==> config.mk <==
export PLATFORM = sky130hd
export DESIGN_NAME = sorted_key_table_top_flat
export DESIGN_NICKNAME = d
export VERILOG_FILES = /design/src/rtl/core/skt_pkg.sv /design/src/rtl/core/skt_if.sv /design/src/rtl/core/skt_ram.sv /design/src/rtl/core/skt_cmp.sv /design/src/rtl/core/sorted_key_table_top.sv /design/src/flat_wrapper.sv
export SDC_FILE = /design/constraint.sdc
export NUM_CORES = 2
export LEC_CHECK = 0
export BUFFER_PORTS_ARGS = -buffer_cell sky130_fd_sc_hd__buf_2
export CORE_AREA = 2 2 602 604
export CTS_BUF_LIST = sky130_fd_sc_hd__clkbuf_2 sky130_fd_sc_hd__clkbuf_4 sky130_fd_sc_hd__clkbuf_8
export DETAILED_ROUTE_END_ITERATION = 8
export DIE_AREA = 0 0 604 606
export PLACE_DENSITY = 0.46
export SLEW_MARGIN = 20
export SYNTH_ARGS = -nofsm -noshare
export SYNTH_HDL_FRONTEND = slang
export SYNTH_SLANG_ARGS = --single-unit
export TNS_END_PERCENT = 100
==> constraint.sdc <==
create_clock -name i_clk -period 8.65 [get_ports i_clk]
set_input_delay 0.865 -clock i_clk [delete_from_list [all_inputs] [get_ports i_clk]]
set_output_delay 0.865 -clock i_clk [all_outputs]
set_load 0.02 [all_outputs]
==> src/rtl/core/skt_pkg.sv <==
`default_nettype none

package skt_pkg;

    // table geometry
    localparam int DEPTH     = 64;
    localparam int KEY_WIDTH = 32;
    localparam int AW        = $clog2(DEPTH);
    localparam int CW        = $clog2(DEPTH + 1);

    // fixed field widths on the channels
    localparam int CMD_W     = 3;
    localparam int IN_KEY_W  = 32;
    localparam int IN_POS_W  = 6;
    localparam int STATUS_W  = 2;
    localparam int OUT_POS_W = 7;
    localparam int OUT_CNT_W = 7;
    localparam int CFG_IDX_W = 1;

    // wide enough to compare a position field against a count or DEPTH
    localparam int CMP_W = ((CW > IN_POS_W) ? CW : IN_POS_W) + 1;

    typedef logic [KEY_WIDTH-1:0] t_key;
    typedef logic [AW-1:0]        t_addr;
    typedef logic [CW-1:0]        t_cnt;
    typedef logic [CMP_W-1:0]     t_cmpw;
    typedef logic [OUT_POS_W-1:0] t_out_pos;
    typedef logic [OUT_CNT_W-1:0] t_out_cnt;

    typedef enum logic [CMD_W-1:0] {
        CMD_INSERT_AT     = 3'd0,
        CMD_SORTED_INSERT = 3'd1,
        CMD_REMOVE        = 3'd2,
        CMD_FIND          = 3'd3,
        CMD_CLEAR         = 3'd4
    } t_cmd;

    typedef enum logic [STATUS_W-1:0] {
        ST_OK        = 2'd0,
        ST_BAD_POS   = 2'd1,
        ST_FULL      = 2'd2,
        ST_NOT_FOUND = 2'd3
    } t_status;

    localparam logic [CFG_IDX_W-1:0] CFG_SEARCH_MODE = 1'b0;
    localparam logic [CFG_IDX_W-1:0] CFG_SORT_DESC   = 1'b1;

    // comparator verdict on (stored key, probe key)
    typedef struct packed {
        logic eq;
        logic after;
        logic precedes;
    } t_cmp_res;

endpackage

`default_nettype wire

==> src/rtl/core/skt_if.sv <==
`default_nettype none

// command channel
interface skt_cmd_if;
    logic                          valid;
    logic                          ready;
    logic [skt_pkg::CMD_W-1:0]     command;
    logic [skt_pkg::IN_KEY_W-1:0]  key;
    logic [skt_pkg::IN_POS_W-1:0]  position;

    modport source (output valid, command, key, position, input ready);
    modport sink   (input valid, command, key, position, output ready);
endinterface

// response channel
interface skt_rsp_if;
    logic                           valid;
    logic                           ready;
    logic [skt_pkg::STATUS_W-1:0]   status;
    logic [skt_pkg::OUT_POS_W-1:0]  result_position;
    logic [skt_pkg::OUT_CNT_W-1:0]  entry_count_out;

    modport source (output valid, status, result_position, entry_count_out, input ready);
    modport sink   (input valid, status, result_position, entry_count_out, output ready);
endinterface

`default_nettype wire

==> src/rtl/core/skt_ram.sv <==
`default_nettype none

// simple dual-port RAM, registered read
module skt_ram #(
    parameter int P_WIDTH = 32,
    parameter int P_DEPTH = 64
) (
    input  wire logic                       i_clk,
    input  wire logic                       i_we,
    input  wire logic [$clog2(P_DEPTH)-1:0] i_waddr,
    input  wire logic [P_WIDTH-1:0]         i_wdata,
    input  wire logic [$clog2(P_DEPTH)-1:0] i_raddr,
    output logic      [P_WIDTH-1:0]         o_rdata
);

    logic [P_WIDTH-1:0] r_mem [P_DEPTH];

    always_ff @(posedge i_clk) begin
        if (i_we) begin
            r_mem[i_waddr] <= i_wdata;
        end
        o_rdata <= r_mem[i_raddr];
    end

endmodule

`default_nettype wire

==> src/rtl/core/skt_cmp.sv <==
`default_nettype none

// shared key comparator, order follows the sort direction
module skt_cmp (
    input  wire logic              i_desc,
    input  wire skt_pkg::t_key     i_a,
    input  wire skt_pkg::t_key     i_b,
    output skt_pkg::t_cmp_res      o_res
);

    logic lt;
    logic gt;

    assign lt = (i_a < i_b);
    assign gt = (i_a > i_b);

    assign o_res.eq       = (i_a == i_b);
    assign o_res.after    = i_desc ? lt : gt;
    assign o_res.precedes = i_desc ? gt : lt;

endmodule

`default_nettype wire

==> src/rtl/core/sorted_key_table_top.sv <==
// Sorted key table: up to DEPTH keys in one RAM plus an entry count.
// i_cmd (sink) takes one command transaction: insert at position, sorted
// insert, remove, find or clear. o_rsp (source) returns one response per
// command: status, position and the entry count after the command.
// i_cfg_we/i_cfg_idx/i_cfg_data write search_mode (0) and sort_descending (1);
// write only while no command is in flight.
// One command at a time: i_cmd.ready is high only while the sequencer idles.
// Clear, error statuses and unknown codes go directly to the response state.
// Sorted insert first scans for the first later key; both inserts then shift
// the keys at and past the position up and write the new key into the gap,
// or append past the end. Remove shifts the later keys down. Find scans in
// order, or with search_mode set checks both bounds and then halves the range.
// The rate is set by the single RAM port pair: one key read and one key
// write per cycle, all compares through one shared comparator.
// Reset clears the count, the config and the sequencer; RAM contents are
// not cleared and are never read beyond the count.
// A stalled receiver holds the response register; a new command may be
// accepted meanwhile, and its response waits until the register frees.
`default_nettype none

module sorted_key_table_top (
    input  wire logic                              i_clk,
    input  wire logic                              i_rst_n,
    skt_cmd_if.sink                                i_cmd,
    skt_rsp_if.source                              o_rsp,
    input  wire logic                              i_cfg_we,
    input  wire logic [skt_pkg::CFG_IDX_W-1:0]     i_cfg_idx,
    input  wire logic                              i_cfg_data
);

    typedef enum logic [4:0] {
        S_IDLE  = 5'b00001,
        S_SCAN  = 5'b00010,
        S_BIN   = 5'b00100,
        S_SHIFT = 5'b01000,
        S_DONE  = 5'b10000
    } t_state;

    // binary search sub-steps: bound checks, then the halving loop
    typedef enum logic [2:0] {
        BP_FIRST = 3'b001,
        BP_LAST  = 3'b010,
        BP_LOOP  = 3'b100
    } t_bphase;

    // control
    t_state               r_state,  n_state;
    skt_pkg::t_cnt        r_count,  n_count;
    logic                 r_out_valid, n_out_valid;
    logic                 r_rd_valid,  n_rd_valid;
    logic                 r_search_mode, n_search_mode;
    logic                 r_sort_desc,   n_sort_desc;

    // working registers
    logic [skt_pkg::CMD_W-1:0] r_cmd, n_cmd;
    skt_pkg::t_key        r_key,    n_key;
    skt_pkg::t_cnt        r_idx,    n_idx;
    skt_pkg::t_cnt        r_rd_idx, n_rd_idx;
    skt_pkg::t_cnt        r_where,  n_where;
    skt_pkg::t_cnt        r_lo,     n_lo;
    skt_pkg::t_cnt        r_hiex,   n_hiex;      // exclusive upper bound
    skt_pkg::t_status     r_status, n_status;
    t_bphase              r_bphase, n_bphase;
    logic                 r_up,     n_up;        // shift direction
    logic                 r_issue_done, n_issue_done;

    // response register
    skt_pkg::t_status     r_out_status, n_out_status;
    skt_pkg::t_out_pos    r_out_pos,    n_out_pos;
    skt_pkg::t_out_cnt    r_out_cnt,    n_out_cnt;

    // RAM port
    logic                 ram_we;
    skt_pkg::t_addr       ram_waddr;
    skt_pkg::t_key        ram_wdata;
    skt_pkg::t_addr       ram_raddr;
    skt_pkg::t_key        ram_rdata;

    skt_pkg::t_cmp_res    cmp;

    logic                 cmd_acc;
    skt_pkg::t_cmpw       pos_x;
    skt_pkg::t_cmpw       cnt_x;
    skt_pkg::t_cmpw       depth_x;
    skt_pkg::t_cnt        cnt_m1;
    skt_pkg::t_cnt        pos_c;
    logic [skt_pkg::CW:0] mid_sum;
    skt_pkg::t_cnt        mid;
    skt_pkg::t_cnt        shift_wa;
    logic                 hit;
    logic                 go_up;
    skt_pkg::t_cnt        go_up_w;

    skt_ram #(
        .P_WIDTH (skt_pkg::KEY_WIDTH),
        .P_DEPTH (skt_pkg::DEPTH)
    ) u_store (
        .i_clk   (i_clk),
        .i_we    (ram_we),
        .i_waddr (ram_waddr),
        .i_wdata (ram_wdata),
        .i_raddr (ram_raddr),
        .o_rdata (ram_rdata)
    );

    skt_cmp u_cmp (
        .i_desc (r_sort_desc),
        .i_a    (ram_rdata),
        .i_b    (r_key),
        .o_res  (cmp)
    );

    assign i_cmd.ready           = (r_state == S_IDLE);
    assign cmd_acc               = i_cmd.valid && i_cmd.ready;
    assign o_rsp.valid           = r_out_valid;
    assign o_rsp.status          = r_out_status;
    assign o_rsp.result_position = r_out_pos;
    assign o_rsp.entry_count_out = r_out_cnt;

    assign pos_x   = skt_pkg::t_cmpw'(i_cmd.position);
    assign cnt_x   = skt_pkg::t_cmpw'(r_count);
    assign depth_x = skt_pkg::t_cmpw'(skt_pkg::DEPTH);
    assign pos_c   = skt_pkg::t_cnt'(i_cmd.position);
    assign cnt_m1  = r_count - skt_pkg::t_cnt'(1);
    // floor((lo + hi) / 2) with hi = hiex - 1, valid while lo < hiex
    assign mid_sum = {1'b0, r_lo} + {1'b0, r_hiex} - {{skt_pkg::CW{1'b0}}, 1'b1};
    assign mid     = mid_sum[skt_pkg::CW:1];
    assign shift_wa = r_up ? (r_rd_idx + skt_pkg::t_cnt'(1)) : (r_rd_idx - skt_pkg::t_cnt'(1));
    assign hit     = (r_cmd == skt_pkg::CMD_FIND) ? cmp.eq : cmp.after;

    // config port
    always_comb begin
        n_search_mode = r_search_mode;
        n_sort_desc   = r_sort_desc;
        if (i_cfg_we) begin
            unique case (i_cfg_idx)
                skt_pkg::CFG_SEARCH_MODE: n_search_mode = i_cfg_data;
                skt_pkg::CFG_SORT_DESC:   n_sort_desc   = i_cfg_data;
                default: ;
            endcase
        end
    end

    // sequencer
    always_comb begin
        n_state      = r_state;
        n_count      = r_count;
        n_cmd        = r_cmd;
        n_key        = r_key;
        n_idx        = r_idx;
        n_rd_idx     = r_rd_idx;
        n_where      = r_where;
        n_lo         = r_lo;
        n_hiex       = r_hiex;
        n_status     = r_status;
        n_bphase     = r_bphase;
        n_up         = r_up;
        n_issue_done = r_issue_done;
        n_rd_valid   = 1'b0;
        n_out_valid  = r_out_valid && !o_rsp.ready;
        n_out_status = r_out_status;
        n_out_pos    = r_out_pos;
        n_out_cnt    = r_out_cnt;
        ram_we       = 1'b0;
        ram_waddr    = '0;
        ram_wdata    = r_key;
        ram_raddr    = '0;
        go_up        = 1'b0;
        go_up_w      = r_count;

        unique case (r_state)
            S_IDLE: begin
                if (cmd_acc) begin
                    n_cmd    = i_cmd.command;
                    n_key    = skt_pkg::t_key'(i_cmd.key);
                    n_status = skt_pkg::ST_OK;
                    n_where  = '0;
                    n_state  = S_DONE;
                    unique case (i_cmd.command)
                        skt_pkg::CMD_INSERT_AT: begin
                            if (pos_x >= depth_x) begin
                                n_status = skt_pkg::ST_BAD_POS;
                            end else if (cnt_x >= depth_x) begin
                                n_status = skt_pkg::ST_FULL;
                            end else begin
                                go_up   = 1'b1;
                                go_up_w = (pos_x >= cnt_x) ? r_count : pos_c;
                            end
                        end
                        skt_pkg::CMD_SORTED_INSERT: begin
                            if (cnt_x >= depth_x) begin
                                n_status = skt_pkg::ST_FULL;
                            end else if (r_count == '0) begin
                                go_up = 1'b1;
                            end else begin
                                n_idx   = '0;
                                n_state = S_SCAN;
                            end
                        end
                        skt_pkg::CMD_REMOVE: begin
                            if (pos_x >= cnt_x) begin
                                n_status = skt_pkg::ST_BAD_POS;
                            end else begin
                                n_where      = pos_c;
                                n_up         = 1'b0;
                                n_idx        = pos_c + skt_pkg::t_cnt'(1);
                                n_issue_done = ((pos_c + skt_pkg::t_cnt'(1)) == r_count);
                                n_state      = S_SHIFT;
                            end
                        end
                        skt_pkg::CMD_FIND: begin
                            if (r_count == '0) begin
                                n_status = skt_pkg::ST_NOT_FOUND;
                            end else if (r_search_mode) begin
                                n_bphase = BP_FIRST;
                                n_state  = S_BIN;
                            end else begin
                                n_idx   = '0;
                                n_state = S_SCAN;
                            end
                        end
                        skt_pkg::CMD_CLEAR: begin
                            n_count = '0;
                        end
                        default: ;
                    endcase
                end
            end

            // one read per cycle, each compare in the cycle after its read
            S_SCAN: begin
                if (r_idx < r_count) begin
                    ram_raddr  = r_idx[skt_pkg::AW-1:0];
                    n_idx      = r_idx + skt_pkg::t_cnt'(1);
                    n_rd_valid = 1'b1;
                    n_rd_idx   = r_idx;
                end
                if (r_rd_valid) begin
                    if (hit) begin
                        if (r_cmd == skt_pkg::CMD_FIND) begin
                            n_where = r_rd_idx;
                            n_state = S_DONE;
                        end else begin
                            go_up   = 1'b1;
                            go_up_w = r_rd_idx;
                        end
                    end else if (r_rd_idx == cnt_m1) begin
                        if (r_cmd == skt_pkg::CMD_FIND) begin
                            n_status = skt_pkg::ST_NOT_FOUND;
                            n_state  = S_DONE;
                        end else begin
                            go_up   = 1'b1;
                            go_up_w = r_count;
                        end
                    end
                end
            end

            // each probe reads a key, then compares it; the next read waits for the compare
            S_BIN: begin
                if (!r_rd_valid) begin
                    unique case (r_bphase)
                        BP_FIRST: begin
                            ram_raddr  = '0;
                            n_rd_valid = 1'b1;
                        end
                        BP_LAST: begin
                            ram_raddr  = cnt_m1[skt_pkg::AW-1:0];
                            n_rd_valid = 1'b1;
                        end
                        BP_LOOP: begin
                            if (r_lo < r_hiex) begin
                                ram_raddr  = mid[skt_pkg::AW-1:0];
                                n_rd_valid = 1'b1;
                                n_rd_idx   = mid;
                            end else begin
                                n_status = skt_pkg::ST_NOT_FOUND;
                                n_state  = S_DONE;
                            end
                        end
                        default: ;
                    endcase
                end else begin
                    unique case (r_bphase)
                        BP_FIRST: begin
                            if (cmp.after) begin
                                n_status = skt_pkg::ST_NOT_FOUND;
                                n_state  = S_DONE;
                            end else begin
                                n_bphase = BP_LAST;
                            end
                        end
                        BP_LAST: begin
                            if (cmp.precedes) begin
                                n_status = skt_pkg::ST_NOT_FOUND;
                                n_state  = S_DONE;
                            end else begin
                                n_bphase = BP_LOOP;
                                n_lo     = '0;
                                n_hiex   = r_count;
                            end
                        end
                        BP_LOOP: begin
                            if (cmp.eq) begin
                                n_where = r_rd_idx;
                                n_state = S_DONE;
                            end else if (cmp.precedes) begin
                                n_lo = r_rd_idx + skt_pkg::t_cnt'(1);
                            end else begin
                                n_hiex = r_rd_idx;
                            end
                        end
                        default: ;
                    endcase
                end
            end

            // move one key per cycle; insert then drops the new key in the gap
            S_SHIFT: begin
                if (!r_issue_done) begin
                    ram_raddr  = r_idx[skt_pkg::AW-1:0];
                    n_rd_valid = 1'b1;
                    n_rd_idx   = r_idx;
                    if (r_up) begin
                        if (r_idx == r_where) begin
                            n_issue_done = 1'b1;
                        end else begin
                            n_idx = r_idx - skt_pkg::t_cnt'(1);
                        end
                    end else begin
                        if (r_idx == cnt_m1) begin
                            n_issue_done = 1'b1;
                        end else begin
                            n_idx = r_idx + skt_pkg::t_cnt'(1);
                        end
                    end
                end
                if (r_rd_valid) begin
                    ram_we    = 1'b1;
                    ram_waddr = shift_wa[skt_pkg::AW-1:0];
                    ram_wdata = ram_rdata;
                end else if (r_issue_done) begin
                    if (r_up) begin
                        ram_we    = 1'b1;
                        ram_waddr = r_where[skt_pkg::AW-1:0];
                        ram_wdata = r_key;
                        n_count   = r_count + skt_pkg::t_cnt'(1);
                    end else begin
                        n_count   = cnt_m1;
                    end
                    n_state = S_DONE;
                end
            end

            S_DONE: begin
                if (!r_out_valid || o_rsp.ready) begin
                    n_out_valid  = 1'b1;
                    n_out_status = r_status;
                    n_out_pos    = (r_status == skt_pkg::ST_OK) ?
                                   skt_pkg::t_out_pos'(r_where) : '0;
                    n_out_cnt    = skt_pkg::t_out_cnt'(r_count);
                    n_state      = S_IDLE;
                end
            end

            default: n_state = S_IDLE;
        endcase

        // open a gap at go_up_w (append when it equals the count)
        if (go_up) begin
            n_where      = go_up_w;
            n_up         = 1'b1;
            n_idx        = cnt_m1;
            n_issue_done = (go_up_w == r_count);
            n_rd_valid   = 1'b0;
            n_state      = S_SHIFT;
        end
    end

    always_ff @(posedge i_clk) begin
        if (!i_rst_n) begin
            r_state       <= S_IDLE;
            r_count       <= '0;
            r_out_valid   <= 1'b0;
            r_rd_valid    <= 1'b0;
            r_search_mode <= 1'b0;
            r_sort_desc   <= 1'b0;
        end else begin
            r_state       <= n_state;
            r_count       <= n_count;
            r_out_valid   <= n_out_valid;
            r_rd_valid    <= n_rd_valid;
            r_search_mode <= n_search_mode;
            r_sort_desc   <= n_sort_desc;
        end
    end

    always_ff @(posedge i_clk) begin
        r_cmd        <= n_cmd;
        r_key        <= n_key;
        r_idx        <= n_idx;
        r_rd_idx     <= n_rd_idx;
        r_where      <= n_where;
        r_lo         <= n_lo;
        r_hiex       <= n_hiex;
        r_status     <= n_status;
        r_bphase     <= n_bphase;
        r_up         <= n_up;
        r_issue_done <= n_issue_done;
        r_out_status <= n_out_status;
        r_out_pos    <= n_out_pos;
        r_out_cnt    <= n_out_cnt;
    end

    a_count_range: assert property (@(posedge i_clk) disable iff (!i_rst_n)
        r_count <= skt_pkg::t_cnt'(skt_pkg::DEPTH))
        else $error("entry count beyond table depth");

    a_busy_after_accept: assert property (@(posedge i_clk) disable iff (!i_rst_n)
        cmd_acc |=> (r_state != S_IDLE))
        else $error("sequencer idle right after a command transaction");

    a_shift_moves_count: assert property (@(posedge i_clk) disable iff (!i_rst_n)
        (r_state == S_SHIFT && n_state == S_DONE) |=> (r_count != $past(r_count)))
        else $error("shift finished without changing the entry count");

    a_bin_bounds: assert property (@(posedge i_clk) disable iff (!i_rst_n)
        (r_state == S_BIN && r_bphase == BP_LOOP) |-> (r_hiex <= r_count))
        else $error("binary search bound beyond entry count");

endmodule

`default_nettype wire
==> src/flat_wrapper.sv <==
// flat-port wrapper written by rule: the top's interface ports become plain ports
module sorted_key_table_top_flat 
  (i_clk, i_rst_n, i_cfg_we, i_cfg_idx, i_cfg_data, i_cmd_valid, i_cmd_command, i_cmd_key, i_cmd_position, i_cmd_ready, o_rsp_valid, o_rsp_status, o_rsp_result_position, o_rsp_entry_count_out, o_rsp_ready);
  skt_cmd_if i_cmd_i ();
  skt_rsp_if o_rsp_i ();
  input  wire logic i_clk;
  input  wire logic i_rst_n;
  input  wire logic i_cfg_we;
  input  wire logic [skt_pkg::CFG_IDX_W-1:0] i_cfg_idx;
  input  wire logic i_cfg_data;
  input wire logic [$bits(i_cmd_i.valid)-1:0] i_cmd_valid;
  input wire logic [$bits(i_cmd_i.command)-1:0] i_cmd_command;
  input wire logic [$bits(i_cmd_i.key)-1:0] i_cmd_key;
  input wire logic [$bits(i_cmd_i.position)-1:0] i_cmd_position;
  output wire logic [$bits(i_cmd_i.ready)-1:0] i_cmd_ready;
  output wire logic [$bits(o_rsp_i.valid)-1:0] o_rsp_valid;
  output wire logic [$bits(o_rsp_i.status)-1:0] o_rsp_status;
  output wire logic [$bits(o_rsp_i.result_position)-1:0] o_rsp_result_position;
  output wire logic [$bits(o_rsp_i.entry_count_out)-1:0] o_rsp_entry_count_out;
  input wire logic [$bits(o_rsp_i.ready)-1:0] o_rsp_ready;
  assign i_cmd_i.valid = i_cmd_valid;
  assign i_cmd_i.command = i_cmd_command;
  assign i_cmd_i.key = i_cmd_key;
  assign i_cmd_i.position = i_cmd_position;
  assign i_cmd_ready = i_cmd_i.ready;
  assign o_rsp_valid = o_rsp_i.valid;
  assign o_rsp_status = o_rsp_i.status;
  assign o_rsp_result_position = o_rsp_i.result_position;
  assign o_rsp_entry_count_out = o_rsp_i.entry_count_out;
  assign o_rsp_i.ready = o_rsp_ready;
  sorted_key_table_top u_core (.i_clk(i_clk), .i_rst_n(i_rst_n), .i_cmd(i_cmd_i), .o_rsp(o_rsp_i), .i_cfg_we(i_cfg_we), .i_cfg_idx(i_cfg_idx), .i_cfg_data(i_cfg_data));
endmodule
==> key figures <==
Outcome
  – Status: finished, final reports clean

Yosys
  – Ranking of synthesized cells by area: edfxtp_1 72%, nand2_1 6.2%, mux2i_1 3.2%, nand3_1 2.6%, a21oi_1 1.7%
  – Top FF cell, synth: edfxtp_1
  – Post-Syn Area per Cell: 13.6 um2
  – Share of the synthesized area in the top cell type: 71.7%
  – Syn Nets: 6688
  – Synth top cells by count: 2140 x edfxtp_1, 1483 x nand2_1, 471 x nand3_1
  – Synthesized flop and latch total: 2189
  – Netlist cell types: 82
  – Warnings, synthesis: 0
  – Mapped cell area: 0.0896 mm2
  – Largest area contributor in the netlist: edfxtp_1
  – Most numerous cell in the Yosys netlist: edfxtp_1
  – Number of synthesized flops with an enable pin: 2140
  – Asr flop ratio synth: 0%
  – Post-Synthesis Cells: 6568
  – Seq/Total Area, Yosys: 72.8%

Finish
  – Reg area: 0.0652 mm2
  – Layout cell share with drive strength beyond 1: 14.0%
  – Area of the multi-input gates: 0.0227 mm2
  – Final core occ: 28.9%
  – # fillers: 36338
  – Final net count: 6945
  – Area Overhead vs Synth: 16.1%

STA
  – Max transition margin: 18.1%
  – Fin Hold WS: 0.150 ns
  – Unrepaired setup endpoints after global routing: no
  – Final hold vios: 0
  – Setup TNS: 0 ns
  – Final setup fails: 0
  – Crit path time final: 6.65 ns
  – Final setup margin: 2.00 ns
  – Achievable Freq: 150 MHz
  – Pins Over Slew Limit: 0
  – Clk_skew: 0.0686 ns
  – Worst Max-Slew Pin Slew: 1.23 ns
  – Final period util: 76.8%

Clocking
  – # H-tree levels: 5
  – Post-CTS setup buffer count: 0
  – CTS max path bufs: 4
  – CTS Buf Count: 369
  – CTS root buffer: clkbuf_8
  – CTS clk-pin slew, worst paths: 0.06 ns
  – Clk sinks: 2189
  – CTS tree: done
  – Clock latency at the later pin of the worst-skew pair: 1.02 ns

Global route
  – Gr ovfl total: 0
  – Via count of the first global-routing pass: 56198
  – GRT Util Overall: 16.7%
  – Largest net degree at the start of global routing: 136
  – Initial antenna violation count: 21
  – First-pass GRT wire length: 440000 um

Route
  – First-pass iteration count of the detailed router: 8
  – DR vias/cell: 4.92
  – Iteration-0 DRC Markers: 6766
  – Via count: 58677
  – Drt drc: 0
  – Routed length per placed instance: 26.5 um
  – Post-route ant nets: 0
  – Wirelength, routed: 316000 um

Placed design
  – Place WS: 2.08 ns
  – DPL Wire Length: 179000 um
  – Placer's final routability congestion estimate: 0.874
  – IO buf count: 65

Power
  – Tot Pwr: 22.3 mW
  – PD cells: 214 mW/mm2
  – P_leak: 34.5 nW
  – Max VDD drop: 0.000131 V

Floorplan
  – CORE AREA: 0.360 mm2
  – I/O pin count: 66
  – Die area: 0.366 mm2
  – Chip Width: 604 um
  – Initial Util: 24.9%
  – Die span in y: 606 um
  – Rows: 221

Setup path
  – FF-to-FF Start: u_core.r_count[3]
  – Worst-path cell chain: clkinv_1 > ha_1 > a21o_1 > a211oi_1 > and4b_1 > or2_0 > a221oi_4 > buf_4 > nand3_2 > o22ai_1 > a211oi_1 > a211o_1
  – CP required: 9.53 ns
  – Top Family by Delay on Critical Path: compound AO/OA/AOI/OAI gates
  – Crit path launch type: register
  – Setup crit end kind: register
  – Critical Path AT: 7.53 ns
  – WS Path Type: reg -> reg
  – Max FO, Critical Path: 42
  – Top cell by count, worst path: a211oi_1
  – Worst path max stage delay: 1.05 ns
  – Slowest cell on the critical path: nand3_2
  – Crit. Startpoint: u_core.r_count[3]
  – Buf+Inv Stages, Crit Path: 2

Worst hold path
  – Min-delay worst type: in -> reg
  – Worst hold start: i_cfg_data

Job
  – Max Cap Viol: 0
==> layer usage <==
metal | track usage [%] | wire length (um) | vias to the layer above | share of wire, %
met4 | 5.28 | 9190 | 4 | 2.9
met5 | 0 | 376 | - | 0.12
met2 | 25.8 | 140000 | 2623 | 44
met3 | 3.34 | 26000 | 405 | 8.2
met1 | 23.5 | 141000 | 30267 | 44
li1 | - | - | 25378 | -
==> metrics by stage <==
stage          area (um2)  std cells
2_1_floorplan       89600       6568
3_3_place_gp        96400      11215
3_5_place_dp        96400      11216
4_1_cts            104000      11908
5_1_grt            104000      11916
6_report           104000      11920
==> cells in the final DEF, fill, tap and decap left out, types with 49 or more instances in the layout <==
cell         n
a211oi_1    68
clkbuf_4   136
nor2_4      74
ha_1        71
mux2i_1    289
nand3_1    465
inv_1      101
a31oi_1     65
a32oi_1    159
buf_4      194
a221oi_1    49
buf_2       65
clkbuf_8   386
edfxtp_1  2140
o21ai_0    104
dfxtp_1     49
nand2_1   1480
clkinv_1    95
xnor2_1     49
a21oi_1    306
nand4_1     62
nor2_1     104
==> final timing paths <==
path	endpoint	slack [ns]	cells after the start
setup reg to reg	u_core.u_store.o_rdata[16]	2.00	12
hold / removal	u_core.r_search_mode	0.15	3
setup / recovery	u_core.u_store.o_rdata[16]	2.00	12
hold reg to reg	u_core.o_rsp.status[1]	0.49	0
==> where the power goes <==
part           internal (mW)  leakage (nW)  switching, mW
Combinational          0.219          11.0          0.819
Clock                   4.92          3.79           4.28
Sequential              12.0          19.7         0.0952
Total                   17.1          34.5           5.19
==> layout make-up <==
| type | count | area share, % |
|---|---|---|
| Antenna cell | 12 | 0.0289 |
| Clock buffer | 522 | 6.09 |
| Clock inverter | 138 | 0.813 |
| Inverter | 106 | 0.383 |
| Multi-Input combinational cell | 3853 | 21.9 |
| Sequential cell | 2189 | 62.7 |
| Tap cell | 4794 | 5.77 |
| Timing Repair Buffer | 306 | 2.31 |
==> worst min-delay path: cells and delay by family <==
| kind | cells | cell delay [ns] |
|---|---|---|
| simple gates | 1 | 0.07 |
| buf+inv | 1 | 0.09 |
| mux | 1 | 0.06 |
==> sequential cells by signal (all words and copies together), names as in the netlist, 2 cells and up <==
signal                        count
u_core.r_idx                      7
u_core.r_where                    7
u_core.r_status                   2
u_core.r_count                    7
u_core.r_key                     32
u_core.u_store.r_mem           2048
u_core.r_cmd                      3
u_core.o_rsp.entry_count_out      7
u_core.u_store.o_rdata           32
u_core.r_rd_idx                   7
u_core.o_rsp.status               2
u_core.o_rsp.result_position      7
u_core.r_lo                       7
u_core.r_state                    5
u_core.r_hiex                     7
u_core.r_bphase                   3
==> kinds of logic after synthesis <==
family / count (synthesis) / share of synthesized area [%]
compound gates: 1043 / 8.11
xor+xnor: 64 / 0.626
fa+ha+maj: 72 / 1.01
buf+inv: 526 / 2.58
flops: 2189 / 72.8
mux: 327 / 3.71
simple gates: 2347 / 11.1
==> repair_timing <==
action                                  CTS  global route
hold buffers                             32             0
endpoints found under the hold margin    32             0
endpoints found under the setup margin    0             0
gates resized for setup                   0             0
(Power assumes the default switching activity.)
